`src/hw/rtl/cie_pkg.sv`:
```
// shared types and opcode constants for the custom isa execute unit
package cie_pkg;

    localparam int WORD_BITS = 32;
    localparam int BYTE_BITS = 8;
    localparam int S_DATA_BITS = 40;
    localparam int M_DATA_BITS = 24;

    localparam logic [WORD_BITS-1:0] STACK_STEP = 32'd4;
    localparam logic [BYTE_BITS-1:0] OP_MOV  = 8'h00;
    localparam logic [BYTE_BITS-1:0] OP_LD   = 8'h01;
    localparam logic [BYTE_BITS-1:0] OP_ST   = 8'h02;
    localparam logic [BYTE_BITS-1:0] OP_LIH  = 8'h03;
    localparam logic [BYTE_BITS-1:0] OP_LIL  = 8'h04;
    localparam logic [BYTE_BITS-1:0] OP_SWP  = 8'h05;
    localparam logic [BYTE_BITS-1:0] OP_ADD  = 8'h10;
    localparam logic [BYTE_BITS-1:0] OP_SUB  = 8'h11;
    localparam logic [BYTE_BITS-1:0] OP_MUL  = 8'h12;
    localparam logic [BYTE_BITS-1:0] OP_DIV  = 8'h13;
    localparam logic [BYTE_BITS-1:0] OP_MOD  = 8'h14;
    localparam logic [BYTE_BITS-1:0] OP_ADDI = 8'h15;
    localparam logic [BYTE_BITS-1:0] OP_SUBI = 8'h16;
    localparam logic [BYTE_BITS-1:0] OP_MULI = 8'h17;
    localparam logic [BYTE_BITS-1:0] OP_DIVI = 8'h18;
    localparam logic [BYTE_BITS-1:0] OP_MODI = 8'h19;
    localparam logic [BYTE_BITS-1:0] OP_BEQ  = 8'h30;
    localparam logic [BYTE_BITS-1:0] OP_BNE  = 8'h31;
    localparam logic [BYTE_BITS-1:0] OP_BLT  = 8'h32;
    localparam logic [BYTE_BITS-1:0] OP_BGT  = 8'h33;
    localparam logic [BYTE_BITS-1:0] OP_BLE  = 8'h34;
    localparam logic [BYTE_BITS-1:0] OP_BGE  = 8'h35;
    localparam logic [BYTE_BITS-1:0] OP_AND  = 8'h50;
    localparam logic [BYTE_BITS-1:0] OP_OR   = 8'h51;
    localparam logic [BYTE_BITS-1:0] OP_XOR  = 8'h52;
    localparam logic [BYTE_BITS-1:0] OP_SHL  = 8'h53;
    localparam logic [BYTE_BITS-1:0] OP_SHR  = 8'h54;
    localparam logic [BYTE_BITS-1:0] OP_SHLI = 8'h55;
    localparam logic [BYTE_BITS-1:0] OP_SHRI = 8'h56;
    localparam logic [BYTE_BITS-1:0] OP_NOT  = 8'h57;
    localparam logic [BYTE_BITS-1:0] OP_OUT  = 8'h80;
    localparam logic [BYTE_BITS-1:0] OP_IN   = 8'h81;
    localparam logic [BYTE_BITS-1:0] OP_OUTI = 8'h82;
    localparam logic [BYTE_BITS-1:0] OP_INI  = 8'h83;
    localparam logic [BYTE_BITS-1:0] OP_PUSH = 8'h90;
    localparam logic [BYTE_BITS-1:0] OP_POP  = 8'h91;
    localparam logic [BYTE_BITS-1:0] OP_CLR  = 8'hC0;

    localparam logic [1:0] ST_OK      = 2'd0;
    localparam logic [1:0] ST_BAD_OP  = 2'd1;
    localparam logic [1:0] ST_DIV0    = 2'd2;
    localparam logic [1:0] ST_BAD_CLR = 2'd3;

    // register file write / valid-clear request
    typedef struct packed {
        logic                  wr;
        logic                  clr;
        logic [BYTE_BITS-1:0]  idx;
        logic [WORD_BITS-1:0]  data;
    } rf_req_t;

    typedef enum logic [11:0] {
        S_IDLE = 12'b000000000001,
        S_RDB  = 12'b000000000010,
        S_RDC  = 12'b000000000100,
        S_RWT  = 12'b000000001000,
        S_EXEC = 12'b000000010000,
        S_DIV  = 12'b000000100000,
        S_MEM  = 12'b000001000000,
        S_MRD  = 12'b000010000000,
        S_SWP  = 12'b000100000000,
        S_CLR  = 12'b001000000000,
        S_DONE = 12'b010000000000,
        S_SPARE = 12'b100000000000
    } state_t;

endpackage

```
`src/hw/rtl/cie_divider.sv`:
```
// radix-2 restoring divider, one quotient bit per cycle
module cie_divider (
    input  logic                            aclk,
    input  logic                            aresetn,
    input  logic                            start,
    input  logic [cie_pkg::WORD_BITS-1:0]   dividend,
    input  logic [cie_pkg::WORD_BITS-1:0]   divisor,
    output logic                            done,
    output logic [cie_pkg::WORD_BITS-1:0]   quot,
    output logic [cie_pkg::WORD_BITS-1:0]   rem
);
    localparam int W = cie_pkg::WORD_BITS;
    localparam int CW = $clog2(W);

    logic [W-1:0]  quo_reg;
    logic [W-1:0]  rem_reg;
    logic [W-1:0]  den_reg;
    logic [CW-1:0] cnt_reg;
    logic          busy_reg;
    logic          done_reg;
    logic [W:0]    trial;
    logic [W:0]    diff;

    assign trial = {rem_reg, quo_reg[W-1]};
    assign diff  = trial - {1'b0, den_reg};

    always_ff @(posedge aclk) begin
        if (!aresetn) begin
            busy_reg <= 1'b0;
            done_reg <= 1'b0;
            cnt_reg  <= '0;
        end else begin
            done_reg <= 1'b0;
            if (start) begin
                busy_reg <= 1'b1;
                cnt_reg  <= '0;
            end else if (busy_reg) begin
                cnt_reg <= cnt_reg + 1'b1;
                if (cnt_reg == CW'(W - 1)) begin
                    busy_reg <= 1'b0;
                    done_reg <= 1'b1;
                end
            end
        end
    end

    always_ff @(posedge aclk) begin
        if (start) begin
            quo_reg <= dividend;
            rem_reg <= '0;
            den_reg <= divisor;
        end else if (busy_reg) begin
            if (!diff[W]) begin
                rem_reg <= diff[W-1:0];
                quo_reg <= {quo_reg[W-2:0], 1'b1};
            end else begin
                rem_reg <= trial[W-1:0];
                quo_reg <= {quo_reg[W-2:0], 1'b0};
            end
        end
    end

    assign done = done_reg;
    assign quot = quo_reg;
    assign rem  = rem_reg;

endmodule

```
`config.mk`:
```
export PLATFORM = sky130hd
export DESIGN_NAME = cie_divider
export DESIGN_NICKNAME = d
export VERILOG_FILES = /design/src/hw/rtl/cie_pkg.sv /design/src/hw/rtl/cie_divider.sv
export SDC_FILE = /design/constraint.sdc
export NUM_CORES = 1
export LEC_CHECK = 0
export BUFFER_PORTS_ARGS = -buffer_cell sky130_fd_sc_hd__buf_2
export CAP_MARGIN = 0
export CORE_UTILIZATION = 51
export CTS_BUF_LIST = sky130_fd_sc_hd__clkbuf_8
export CTS_CLUSTER_DIAMETER = 60
export DETAILED_ROUTE_END_ITERATION = 8
export PLACE_DENSITY = 0.79
export SYNTH_ARGS = -nofsm -noshare
export SYNTH_HDL_FRONTEND = slang
export SYNTH_SLANG_ARGS = --single-unit
export TNS_END_PERCENT = 1
```
`constraint.sdc`:
```
create_clock -name aclk -period 3.2 [get_ports aclk]
set_clock_uncertainty 0.1 [all_clocks]
set_input_delay 0.64 -clock aclk [delete_from_list [all_inputs] [get_ports aclk]]
set_output_delay 0.64 -clock aclk [all_outputs]
set_load 0.02 [all_outputs]
```
==> Implementation_results.wiki, run 1 <==
{| class="wikitable"
! Metric !! Value
|-
| Outcome || finished, final reports clean
|-
| Main flop type after synthesis || sky130_fd_sc_hd__edfxtp_1
|-
| Buffer levels on the longest clock path || 2
|-
| Transition at the pin with the smallest max-transition slack || 0.731 ns
|-
| Max-slew headroom at the worst pin || 51.3%
|-
| CTS buffer count || 9
|-
| Share of flip-flops with an asynchronous set or reset || 0%
|-
| Final antenna diode count || 0
|-
| Net count after synthesis || ~660
|-
| Main combinational cell family by area after synthesis || compound AO/OA/AOI/OAI gates
|-
| Leading post-synthesis cells by cell area || sky130_fd_sc_hd__edfxtp_1 33%, sky130_fd_sc_hd__dfxtp_1 13%, sky130_fd_sc_hd__ha_1 7.3%, sky130_fd_sc_hd__mux2_2 6.5%, sky130_fd_sc_hd__mux2i_1 4.6%
|-
| Fin nets || 824
|-
| Final Max Slew Viols || 0
|-
| Die extent in y || 109 um
|-
| I/O pins || 132
|-
| Wire length of the first global-routing pass || 21900 um
|-
| Compound-Gate Fraction of Synth Area || about 15%
|-
| Largest area contributor in the synthesized netlist || sky130_fd_sc_hd__edfxtp_1
|-
| Hold WC Path Type || in2reg
|-
| Remaining routing DRC violations || 0
|-
| Cell repeated most along the worst path || sky130_fd_sc_hd__buf_12
|-
| Chip width || 109 um
|-
| H-Tree Depth || 3
|-
| Number of global-route vias before repair || 4787
|-
| Initial antenna violation count || 0
|-
| Clock transition at the registers of the reported paths || 0.11 ns
|-
| DR vias || 4827
|-
| Highest clock frequency the design can meet || 0.314 GHz
|-
| Count of yosys warnings during synthesis || 0
|-
| Cell with the largest stage delay on the worst path || sky130_fd_sc_hd__or4_4
|-
| Clock latency on the worst-skew pair || 0.39 ns
|-
| Max stage delay on crit path || 0.50 ns
|-
| Post-Synth XOR/XNOR Area || 4.35%
|-
| Total Power || around 3.6 mW
|-
| Average via count per standard cell || 5.57
|-
| Worst IR drop on VDD || 0.000447 V
|-
| First DRT Iteration DRCs || about 180
|-
| Number of cells in the design after placement || 844
|-
| Routed len/inst || between 15 and 20 um
|-
| Initial core utilization || 53.2%
|-
| Area share of the largest cell type after synthesis || 32.9%
|-
| Max cap viols || 0
|-
| Quantity of hold-fixing buffers added after cts || 0
|-
| HPWL after detailed placement || 10100 um
|-
| Clock sinks || between 100 and 150
|-
| Row count || 38
|-
| Residual antenna-violating net count after detailed routing || 0
|-
| Worst r2r dst || rem[16]$_SDFFE_PP0P_
|-
| Data required time of the worst path || around 3.4 ns
|-
| Count of distinct cell types in the synthesized netlist || 51
|-
| Startpoint types || register
|-
| Endpoint arrival time on the critical path || 3.34 ns
|-
| Worst Hold End || den_reg[28]$_DFFE_PP_
|-
| Avg Inst Size Synth || 10.5 um2
|-
| Number of standard cells after synthesis || ~560
|-
| Wire length after detailed routing || 13800 um
|-
| Cell Chain, Critical Path || inv_1 > ha_1 > a21oi_1 > o21a_1 > a2bb2oi_1 > o21ai_2 > or4_4 > a41oi_4 > xnor2_4 > buf_12 > buf_12 > mux2i_1 > a211oi_1
|-
| Root buffer cell || sky130_fd_sc_hd__clkbuf_8
|-
| Final GP Congestion || a little under 0.9
|-
| Post-route insts no fill || between 800 and 900
|-
| Congestion Overflow GR || 0
|-
| Utilization of the core after routing || 66.9%
|-
| Die area || 11900 um2
|-
| Post-synthesis sequential area ratio || 46.2%
|-
| IO Port Bufs || 131
|-
| Mapped cell area || 5850 um2
|-
| Proportion of layout cells with a drive suffix above 1 || between 30% and 40%
|-
| Cell depth of the worst hold path || 1
|-
| Flops & latches, synth || 103
|-
| Cell area after layout || 7350 um2
|-
| Fraction of synthesized area in multiplexers || a little under an eighth
|-
| Cells on worst reg2reg path || 13
|-
| Largest fanout on the critical path || 14
|-
| Critical path start-end classification || reg2reg
|-
| Adder and majority cell fraction of the synthesized area || 7.62%
|-
| Total of endpoints with negative setup slack in the final report || 0
|-
| Share of the clock period used by the worst path || between 90% and 100%
|-
| Fraction of the mapped netlist area in simple logic gates || around 11%
|-
| Layout Area Growth over Synthesis || 25.7%
|-
| Cell leakage power || 3.28 nW
|-
| Final worst path period need || 3.18 ns
|-
| Number of synthesized flops with an enable pin || 64
|-
| CTS tree || done
|-
| Reg-to-reg critical path startpoint || den_reg[11]$_DFFE_PP_
|-
| Hold Fails Final Rpt || 0
|-
| Critical hold path startpoint || divisor[28]
|-
| Dpl cell area || about 7000 um2
|-
| Worst reg-to-reg setup slack || approximately 0.020 ns
|-
| First-pass iteration count of the detailed router || 4
|-
| Placeable Area || 11000 um2
|-
| Largest net degree at the start of global routing || 77
|-
| Global Route Usage Sum || 24.0%
|-
| Setup repair after global routing missed its margin || true
|-
| Pwr/cell area || ~480 nW/um2
|-
| Worst Setup End Kind || register
|}
-- where the power goes --
part	leakage (nW)	total [mW]	internal, mW	switching [mW]
clock	0.0988	0.782	0.295	0.487
combinational	2.23	1.15	0.533	0.622
sequential	0.957	1.62	1.54	0.0792
-- cell type report --
| type | count | area (um2) |
|---|---|---|
| clock buffer | 9 | 124 |
| clock inverter | 7 | 57.6 |
| fill | 862 | 3630 |
| inverter | 38 | 143 |
| multi-input combinational | 390 | 3040 |
| sequential | 103 | 2710 |
| tap | 140 | 175 |
| timing repair buffer | 180 | 1110 |
-- cell usage in the layout, fill, tap and decap left out, types with 9 or more instances in the layout --
cell,count
sky130_fd_sc_hd__nand3_1,10
sky130_fd_sc_hd__inv_1,37
sky130_fd_sc_hd__dfxtp_1,36
sky130_fd_sc_hd__nand2_1,30
sky130_fd_sc_hd__ha_1,31
sky130_fd_sc_hd__buf_4,44
sky130_fd_sc_hd__a21o_1,11
sky130_fd_sc_hd__mux2_2,34
sky130_fd_sc_hd__mux2i_1,26
sky130_fd_sc_hd__clkbuf_8,9
sky130_fd_sc_hd__edfxtp_1,64
sky130_fd_sc_hd__buf_2,130
sky130_fd_sc_hd__a21oi_1,31
sky130_fd_sc_hd__a211oi_1,26
sky130_fd_sc_hd__o21ai_0,16
sky130_fd_sc_hd__nand2b_1,10
sky130_fd_sc_hd__nor2_1,52
sky130_fd_sc_hd__xnor2_1,16
sky130_fd_sc_hd__xor2_1,12
-- routing by layer --
metal  track usage [%]  share of wire (%)  vias up
met1              26.5                 40     2306
met3              8.49                6.8       24
met4              9.46                1.9        0
met2              42.0                 51      142
met5                 0                  0        -
li1                  -                  -     2355
-- logic make-up (layout without fill, tap and decap cells) --
family                   count (synthesis)  count (layout)
flip-flops                             103             103
XOR/XNOR                                29              29
AO/OA/AOI/OAI                          128             128
multiplexers                            62              62
AND/OR/NAND/NOR                        136             136
adder cells (fa/ha/maj)                 35              35
buffers and inverters                   66             234
-- cell usage after synthesis, drive strengths merged, types with 3 or more instances --
library cell,number
or3,4
edfxtp,64
o21ai,19
a211oi,28
o211ai,3
nand3b,3
clkbuf,24
o21bai,3
xor2,12
mux2,35
xnor2,17
a211o,4
a21oi,34
nand3,10
a31oi,5
dfxtp,39
nand4,5
nand2,30
buf,4
mux2i,27
nand2b,11
o21a,5
a311oi,4
nor2b,7
inv,38
or2,4
a21o,11
ha,34
nor2,52
-- worst max-delay path: cells and delay by family, from the launching register on --
family	cells	cell delay [ns]
compound gates	6	0.98
simple gates	1	0.50
flops	1	0.38
buf+inv	3	0.36
fa+ha+maj	1	0.25
mux	1	0.25
xor+xnor	1	0.21
-- metrics by stage --
stage	setup TNS, ns	hold WS, ns	setup WS (ns)
floorplan	0	0.367	0.0256
global placement	-0.107	0.382	-0.0265
detailed placement	-3.57	0.409	-0.169
CTS	-0.0386	0.294	-0.0275
global route	-1.09	0.285	-0.0861
finish	0	0.312	0.0199
-- how the worst max path moves through the flow --
stage,from,to,depth (start not counted)
after global routing,den_reg[25]$_DFFE_PP_,rem[16]$_SDFFE_PP0P_,13
after detailed placement,quot[31]$_DFFE_PP_,rem[23]$_SDFFE_PP0P_,14
after global placement,quot[31]$_DFFE_PP_,rem[23]$_SDFFE_PP0P_,14
after floorplan,rem[24]$_SDFFE_PP0P_,rem[23]$_SDFFE_PP0P_,13
after CTS,den_reg[25]$_DFFE_PP_,rem[23]$_SDFFE_PP0P_,13
final,den_reg[11]$_DFFE_PP_,rem[16]$_SDFFE_PP0P_,13
-- what timing repair did --
action / in CTS / in global routing
endpoints found under the setup margin: 33 / 32
buffers inserted: 3 / 3
resized for setup: 7 / 24
gates cloned: 0 / 1
pin swaps: 13 / 24
Note: power is estimated with default switching activity, not from simulation.
==> run 2: changes to the inputs <==
Settings changed: CORE_MARGIN set to 2.
==> run 2 against run 1 <==
Via count is 1.3% lower. Worst setup slack improved by 0.051 ns. Utilization down 2.2 points. Total power decreased by 1.1%. Register-to-register slack improved by 0.05 ns. Sequential share of layout area up 0.094 points.
==> Implementation_results.wiki, run 2 (synthesis gave the netlist of run 1 again) <==
{| class="wikitable"
! Metric !! Value
|-
| H-Tree Depth || 3
|-
| Wire length of the first global-routing pass || approximately 23000 um
|-
| Endpoint arrival time on the critical path || 3.33 ns
|-
| Average via count per standard cell || 5.48
|-
| Cell repeated most along the worst path || sky130_fd_sc_hd__buf_4
|-
| Share of the clock period used by the worst path || roughly 98%
|-
| Final antenna diode count || 0
|-
| Total buffers and inverters traversed by the critical path || 3
|-
| Layout Area Growth over Synthesis || 25.4%
|-
| Clock transition at the registers of the reported paths || around 0.10 ns
|-
| Total of endpoints with negative setup slack in the final report || 0
|-
| Final GP Congestion || approximately 0.87
|-
| Cell leakage power || 3.28 nW
|-
| Row count || 39
|-
| Root buffer cell || sky130_fd_sc_hd__clkbuf_8
|-
| Cell Chain, Critical Path || inv_2 > ha_4 > a21o_1 > a211o_1 > o21ai_4 > o21ai_2 > or4_4 > a41oi_4 > xnor2_4 > buf_4 > buf_4 > o21a_1 > a311oi_2
|-
| Cells on worst reg2reg path || 13
|-
| DR vias || ~4800
|-
| Total Power || ~3.5 mW
|-
| Worst Setup End Kind || register
|-
| Routed len/inst || 15.6 um
|-
| Highest-count cells in the layout ignoring fill and taps || 130 x sky130_fd_sc_hd__buf_2, 64 x sky130_fd_sc_hd__edfxtp_1, 52 x sky130_fd_sc_hd__nor2_1
|-
| Kind of cell with the highest combined delay on the critical path || compound AO/OA/AOI/OAI gates
|-
| Worst IR drop on VDD || 0.000386 V
|-
| First-pass iteration count of the detailed router || 4
|-
| Residual antenna-violating net count after detailed routing || 0
|-
| Worst reg-to-reg setup slack || 0.07 ns
|-
| Data required time of the worst path || around 3.4 ns
|-
| Wire length after detailed routing || 13600 um
|-
| CTS tree || done
|-
| Reg-to-reg critical path startpoint || den_reg[5]$_DFFE_PP_
|-
| Max cap viols || 0
|-
| Hold Fails Final Rpt || 0
|-
| Max-slew headroom at the worst pin || 52.2%
|-
| HPWL after detailed placement || roughly 10000 um
|-
| I/O pins || 132
|-
| Die extent in y || 111 um
|-
| Final worst path period need || around 3.1 ns
|-
| Initial antenna violation count || 0
|-
| Die area || 12300 um2
|-
| Startpoint types || register
|-
| Buffer levels on the longest clock path || 2
|-
| Critical path start-end classification || reg2reg
|-
| First DRT Iteration DRCs || 252
|-
| Outcome || finished, final reports clean
|-
| Fin nets || 824
|-
| Placeable Area || 11300 um2
|-
| Proportion of layout cells with a drive suffix above 1 || 36.3%
|-
| Critical hold path startpoint || divisor[7]
|-
| CTS buffer count || 9
|-
| Hold WC Path Type || in2reg
|-
| Setup TNS after final layout || 0 ns
|-
| Final Max Slew Viols || 0
|-
| Transition at the pin with the smallest max-transition slack || 0.717 ns
|-
| Cell depth of the worst hold path || 1
|-
| Pwr/cell area || around 480 nW/um2
|-
| Congestion Overflow GR || 0
|-
| Global Route Usage Sum || 22.6%
|-
| Number of global-route vias before repair || between 4000 and 5000
|-
| Clock sinks || 103
|-
| Most common cell after layout, fill and taps aside || sky130_fd_sc_hd__buf_2
|-
| Chip width || between 100 and 150 um
|-
| WP depth || 13
|-
| Remaining routing DRC violations || 0
|-
| Worst r2r dst || rem[31]$_SDFFE_PP0P_
|-
| Worst Hold End || den_reg[7]$_DFFE_PP_
|-
| Largest net degree at the start of global routing || 67
|-
| Highest clock frequency the design can meet || 0.320 GHz
|-
| Clock latency on the worst-skew pair || 0.39 ns
|-
| Cell with the largest stage delay on the worst path || sky130_fd_sc_hd__or4_4
|-
| Initial core utilization || 51.6%
|-
| Max stage delay on crit path || 0.49 ns
|-
| Largest fanout on the critical path || 6
|-
| IO Port Bufs || around 130
|-
| Setup repair after global routing missed its margin || true
|}
-- run 2: per-layer routing --
| layer | GRT usage, % | vias to the layer above | part of all wire (%) |
|---|---|---|---|
| li1 | - | 2365 | - |
| met1 | 26.1 | 2239 | 42 |
| met2 | 39.8 | 151 | 50 |
| met3 | 8.20 | 11 | 7.0 |
| met4 | 6.01 | 0 | 1.1 |
| met5 | 0 | - | 0 |
-- run 2: worst max path at each step --
stage / startpoint / endpoint / slack, ns
2_1_floorplan: rem[24]$_SDFFE_PP0P_ / rem[23]$_SDFFE_PP0P_ / 0.03
3_3_place_gp: quot[31]$_DFFE_PP_ / rem[23]$_SDFFE_PP0P_ / -0.04
3_5_place_dp: quot[31]$_DFFE_PP_ / rem[31]$_SDFFE_PP0P_ / -0.16
4_1_cts: den_reg[25]$_DFFE_PP_ / rem[23]$_SDFFE_PP0P_ / 0.003
5_1_grt: den_reg[9]$_DFFE_PP_ / rem[29]$_SDFFE_PP0P_ / -0.09
6_report: den_reg[5]$_DFFE_PP_ / rem[31]$_SDFFE_PP0P_ / 0.07
-- run 2: through the flow --
step | worst slack, ns | instance area [um2] | utilization, % | cells | hold slack (ns)
2_1_floorplan | 0.0256 | 5860 | - | 559 | 0.367
3_3_place_gp | -0.0353 | 6990 | 61.7 | 852 | 0.381
3_5_place_dp | -0.156 | 6990 | 61.7 | 852 | 0.400
4_1_cts | 0.00327 | 7230 | 63.9 | 869 | 0.296
5_1_grt | -0.0905 | 7330 | 64.7 | 870 | 0.286
6_report | 0.0705 | 7330 | 64.7 | 870 | 0.319
-- run 2: cell type report --
type	instances	area, um2
clock buffers	9	124
clock inverters	7	48.8
fillers	916	3990
inverters	38	143
multi-input cells	390	3050
flip-flops and latches	103	2710
well taps	143	179
repair buffers	180	1080
-- run 2: repair_timing --
| action | CTS | global route |
|---|---|---|
| pin swaps | 11 | 13 |
| endpoints found under the setup margin | 33 | 33 |
| setup buffers | 1 | 1 |
| gates resized for setup | 14 | 18 |
| hold buffers | 0 | 0 |
-- run 2: where the power goes --
part / switching, mW / internal (mW)
clock: 0.470 / 0.288
sequential: 0.0790 / 1.54
combinational: 0.616 / 0.523
==> run 3: changes to the inputs <==
Settings changed: CAP_MARGIN 0 to 25, CORE_UTILIZATION 51 to 40, PLACE_DENSITY 0.79 to not set.
==> run 3 against run 2 <==
Combinational power about the same. Total power increased by 5.7%. Die area increased by 26%. Critical path depth unchanged. Largest power group unchanged. Utilization decreased by 13 points. Worst setup slack got worse by 0.069 ns. Final area increased by 2.3%. Sequential cell count unchanged. Non-clock buffer count increased by 16. Wire length increased by 1.1%. Sequential share of layout area decreased by 0.84 points.
==> Implementation_results.wiki, run 3 (synthesis gave the netlist of run 1 again) <==
{| class="wikitable"
! Metric !! Value
|-
| Chip width || 125 um
|-
| Total buffers and inverters traversed by the critical path || 2
|-
| Dpl ws || -0.194 ns
|-
| Root buffer cell || sky130_fd_sc_hd__clkbuf_8
|-
| Endpoint arrival time on the critical path || 3.40 ns
|-
| Setup TNS after final layout || 0 ns
|-
| Highest clock frequency the design can meet || 0.313 GHz
|-
| Worst reg-to-reg setup slack || 0.001 ns
|-
| Residual antenna-violating net count after detailed routing || 0
|-
| Utilization of the core after routing || 52.0%
|-
| CTS buffer count || 9
|-
| Max stage delay on crit path || 0.43 ns
|-
| Part of the power in combinational logic || 31.2%
|-
| Outcome || finished, final reports clean
|-
| Hold WC Path Type || in2reg
|-
| Reg area || 2710 um2
|-
| Quantity of hold-fixing buffers added after cts || 0
|-
| Worst r2r dst || rem[23]$_SDFFE_PP0P_
|-
| Die extent in y || 125 um
|-
| Worst Hold End || den_reg[2]$_DFFE_PP_
|-
| Final Max Slew Viols || 0
|-
| DR vias || roughly 4700
|-
| Startpoint types || register
|-
| Cell Chain, Critical Path || inv_2 > ha_4 > a21o_1 > a21oi_2 > nor2_1 > o41a_1 > or3_1 > a41oi_4 > xnor2_4 > buf_6 > nand2b_1 > mux2_2 > a311oi_2
|-
| Psw || 1.18 mW
|-
| IO Port Bufs || between 100 and 150
|-
| Initial core utilization || 40.5%
|-
| Transition at the pin with the smallest max-transition slack || between 0.7 and 0.8 ns
|-
| HPWL after detailed placement || 10300 um
|-
| Post-route insts no fill || between 900 and 1000
|-
| Proportion of layout cells with a drive suffix above 1 || 37.4%
|-
| Hold Fails Final Rpt || 0
|-
| Area of the multi-input gates || 3010 um2
|-
| Total of endpoints with negative setup slack in the final report || 0
|-
| Pwr/cell area || 495 nW/um2
|-
| Final antenna diode count || 0
|-
| Final hold slack || 0.316 ns
|-
| Cells on worst reg2reg path || 13
|-
| First DRT Iteration DRCs || approximately 220
|-
| Clock transition at the registers of the reported paths || 0.11 ns
|-
| I/O pins || approximately 130
|-
| Critical hold path startpoint || divisor[2]
|-
| WP depth || 13
|-
| H-Tree Depth || 3
|-
| Number of fill cells || 1326
|-
| Net Sw Frac || 31.8%
|-
| Average via count per standard cell || 5.09
|-
| Setup repair after global routing missed its margin || true
|-
| Largest net degree at the start of global routing || 74
|-
| Highest-count cells in the layout ignoring fill and taps || 130 x sky130_fd_sc_hd__buf_2, 64 x sky130_fd_sc_hd__edfxtp_1, 61 x sky130_fd_sc_hd__buf_4
|-
| Worst IR drop on VDD || 0.000490 V
|-
| Cell with the largest stage delay on the worst path || sky130_fd_sc_hd__or3_1
|-
| Number of global-route vias before repair || 4804
|-
| CTS tree || done
|-
| Clock latency on the worst-skew pair || 0.39 ns
|-
| Cell Int Power || approximately 2.5 mW
|-
| Most common cell after layout, fill and taps aside || sky130_fd_sc_hd__buf_2
|-
| Fin nets || 840
|-
| Reg-to-reg critical path startpoint || den_reg[25]$_DFFE_PP_
|-
| Final worst-path setup slack || ~0.0013 ns
|-
| Cell depth of the worst hold path || 1
|-
| Placeable Area || approximately 14000 um2
|-
| Initial antenna violation count || 1
|-
| Wire length after detailed routing || 13700 um
|-
| Number of cells in the design after placement || 906
|-
| Relative contribution of sequential cells to total power || 43.1%
|-
| Routed len/inst || 14.8 um
|-
| Data required time of the worst path || 3.40 ns
|-
| Clock sinks || between 100 and 150
|-
| Buffer levels on the longest clock path || 2
|-
| Max cap viols || 0
|-
| Die area || 15600 um2
|-
| Row count || 44
|-
| Layout Area Growth over Synthesis || 28.3%
|-
| Share of the clock period used by the worst path || 100%
|-
| Congestion Overflow GR || 0
|-
| Final GP Congestion || between 0.8 and 0.9
|-
| Final worst path period need || approximately 3.2 ns
|-
| Remaining routing DRC violations || 0
|-
| Critical path start-end classification || reg2reg
|-
| Proportion of power drawn by the clock network || 25.7%
|-
| Worst Setup End Kind || register
|-
| Wire length of the first global-routing pass || 23100 um
|-
| Kind of cell with the highest combined delay on the critical path || compound AO/OA/AOI/OAI gates
|-
| Largest fanout on the critical path || 6
|-
| First-pass iteration count of the detailed router || 4
|-
| Global Route Usage Sum || 18.0%
|-
| Max-slew headroom at the worst pin || 50.1%
|-
| Cell leakage power || 3.37 nW
|}
## run 3: metal layers
metal  GRT usage, %  part of all wire [%]  vias to the layer above
met5              0                 0.080                        -
met4           5.36                   1.6                        2
met3           5.46                   5.9                       17
met2           29.7                    47                      116
met1           22.7                    45                     2191
li1               -                     -                     2390
## run 3: power by group through the flow
stage | clock network (mW) | logic [mW] | registers (mW)
4_1_cts | 0.994 | 1.13 | 1.60
3_3_place_gp | 0 | 1.10 | 1.63
5_1_grt | 1.03 | 1.28 | 1.62
3_5_place_dp | 0 | 1.11 | 1.63
6_report | 0.955 | 1.16 | 1.60
2_1_floorplan | 0 | 0.619 | 1.72
## run 3: layout make-up
| class | instances | share of cell area (%) |
|---|---|---|
| Tap cell | 184 | 3.07 |
| Clock buffer | 9 | 1.65 |
| Timing Repair Buffer | 196 | 15.8 |
| Clock inverter | 7 | 1.45 |
| Sequential cell | 103 | 36.1 |
| Inverter | 38 | 1.90 |
| Multi-Input combinational cell | 390 | 40.1 |
## run 3: how the worst max path moves through the flow
| stage | endpoint | slack (ns) | startpoint |
|---|---|---|---|
| after floorplan | rem[23]$_SDFFE_PP0P_ | 0.03 | rem[24]$_SDFFE_PP0P_ |
| after global placement | rem[23]$_SDFFE_PP0P_ | -0.06 | quot[31]$_DFFE_PP_ |
| after detailed placement | rem[8]$_SDFFE_PP0P_ | -0.19 | quot[31]$_DFFE_PP_ |
| after CTS | rem[23]$_SDFFE_PP0P_ | -0.09 | den_reg[25]$_DFFE_PP_ |
| after global routing | rem[23]$_SDFFE_PP0P_ | -0.15 | den_reg[28]$_DFFE_PP_ |
| final | rem[23]$_SDFFE_PP0P_ | 0.001 | den_reg[25]$_DFFE_PP_ |
## run 3: timing repair
| action | 4_1_cts | 5_1_grt |
|---|---|---|
| buffers inserted | 1 | 4 |
| gates resized for setup | 14 | 14 |
| setup endpoints to repair | 32 | 33 |
| pin swaps | 19 | 9 |
## run 3: per-stage QoR
stage                     total power [mW]  cell area (um2)
after floorplan                       2.34             5860
after global placement                2.72             7110
after detailed placement              2.74             7110
after CTS                             3.73             7400
after global routing                  3.93             7500
final                                 3.72             7500
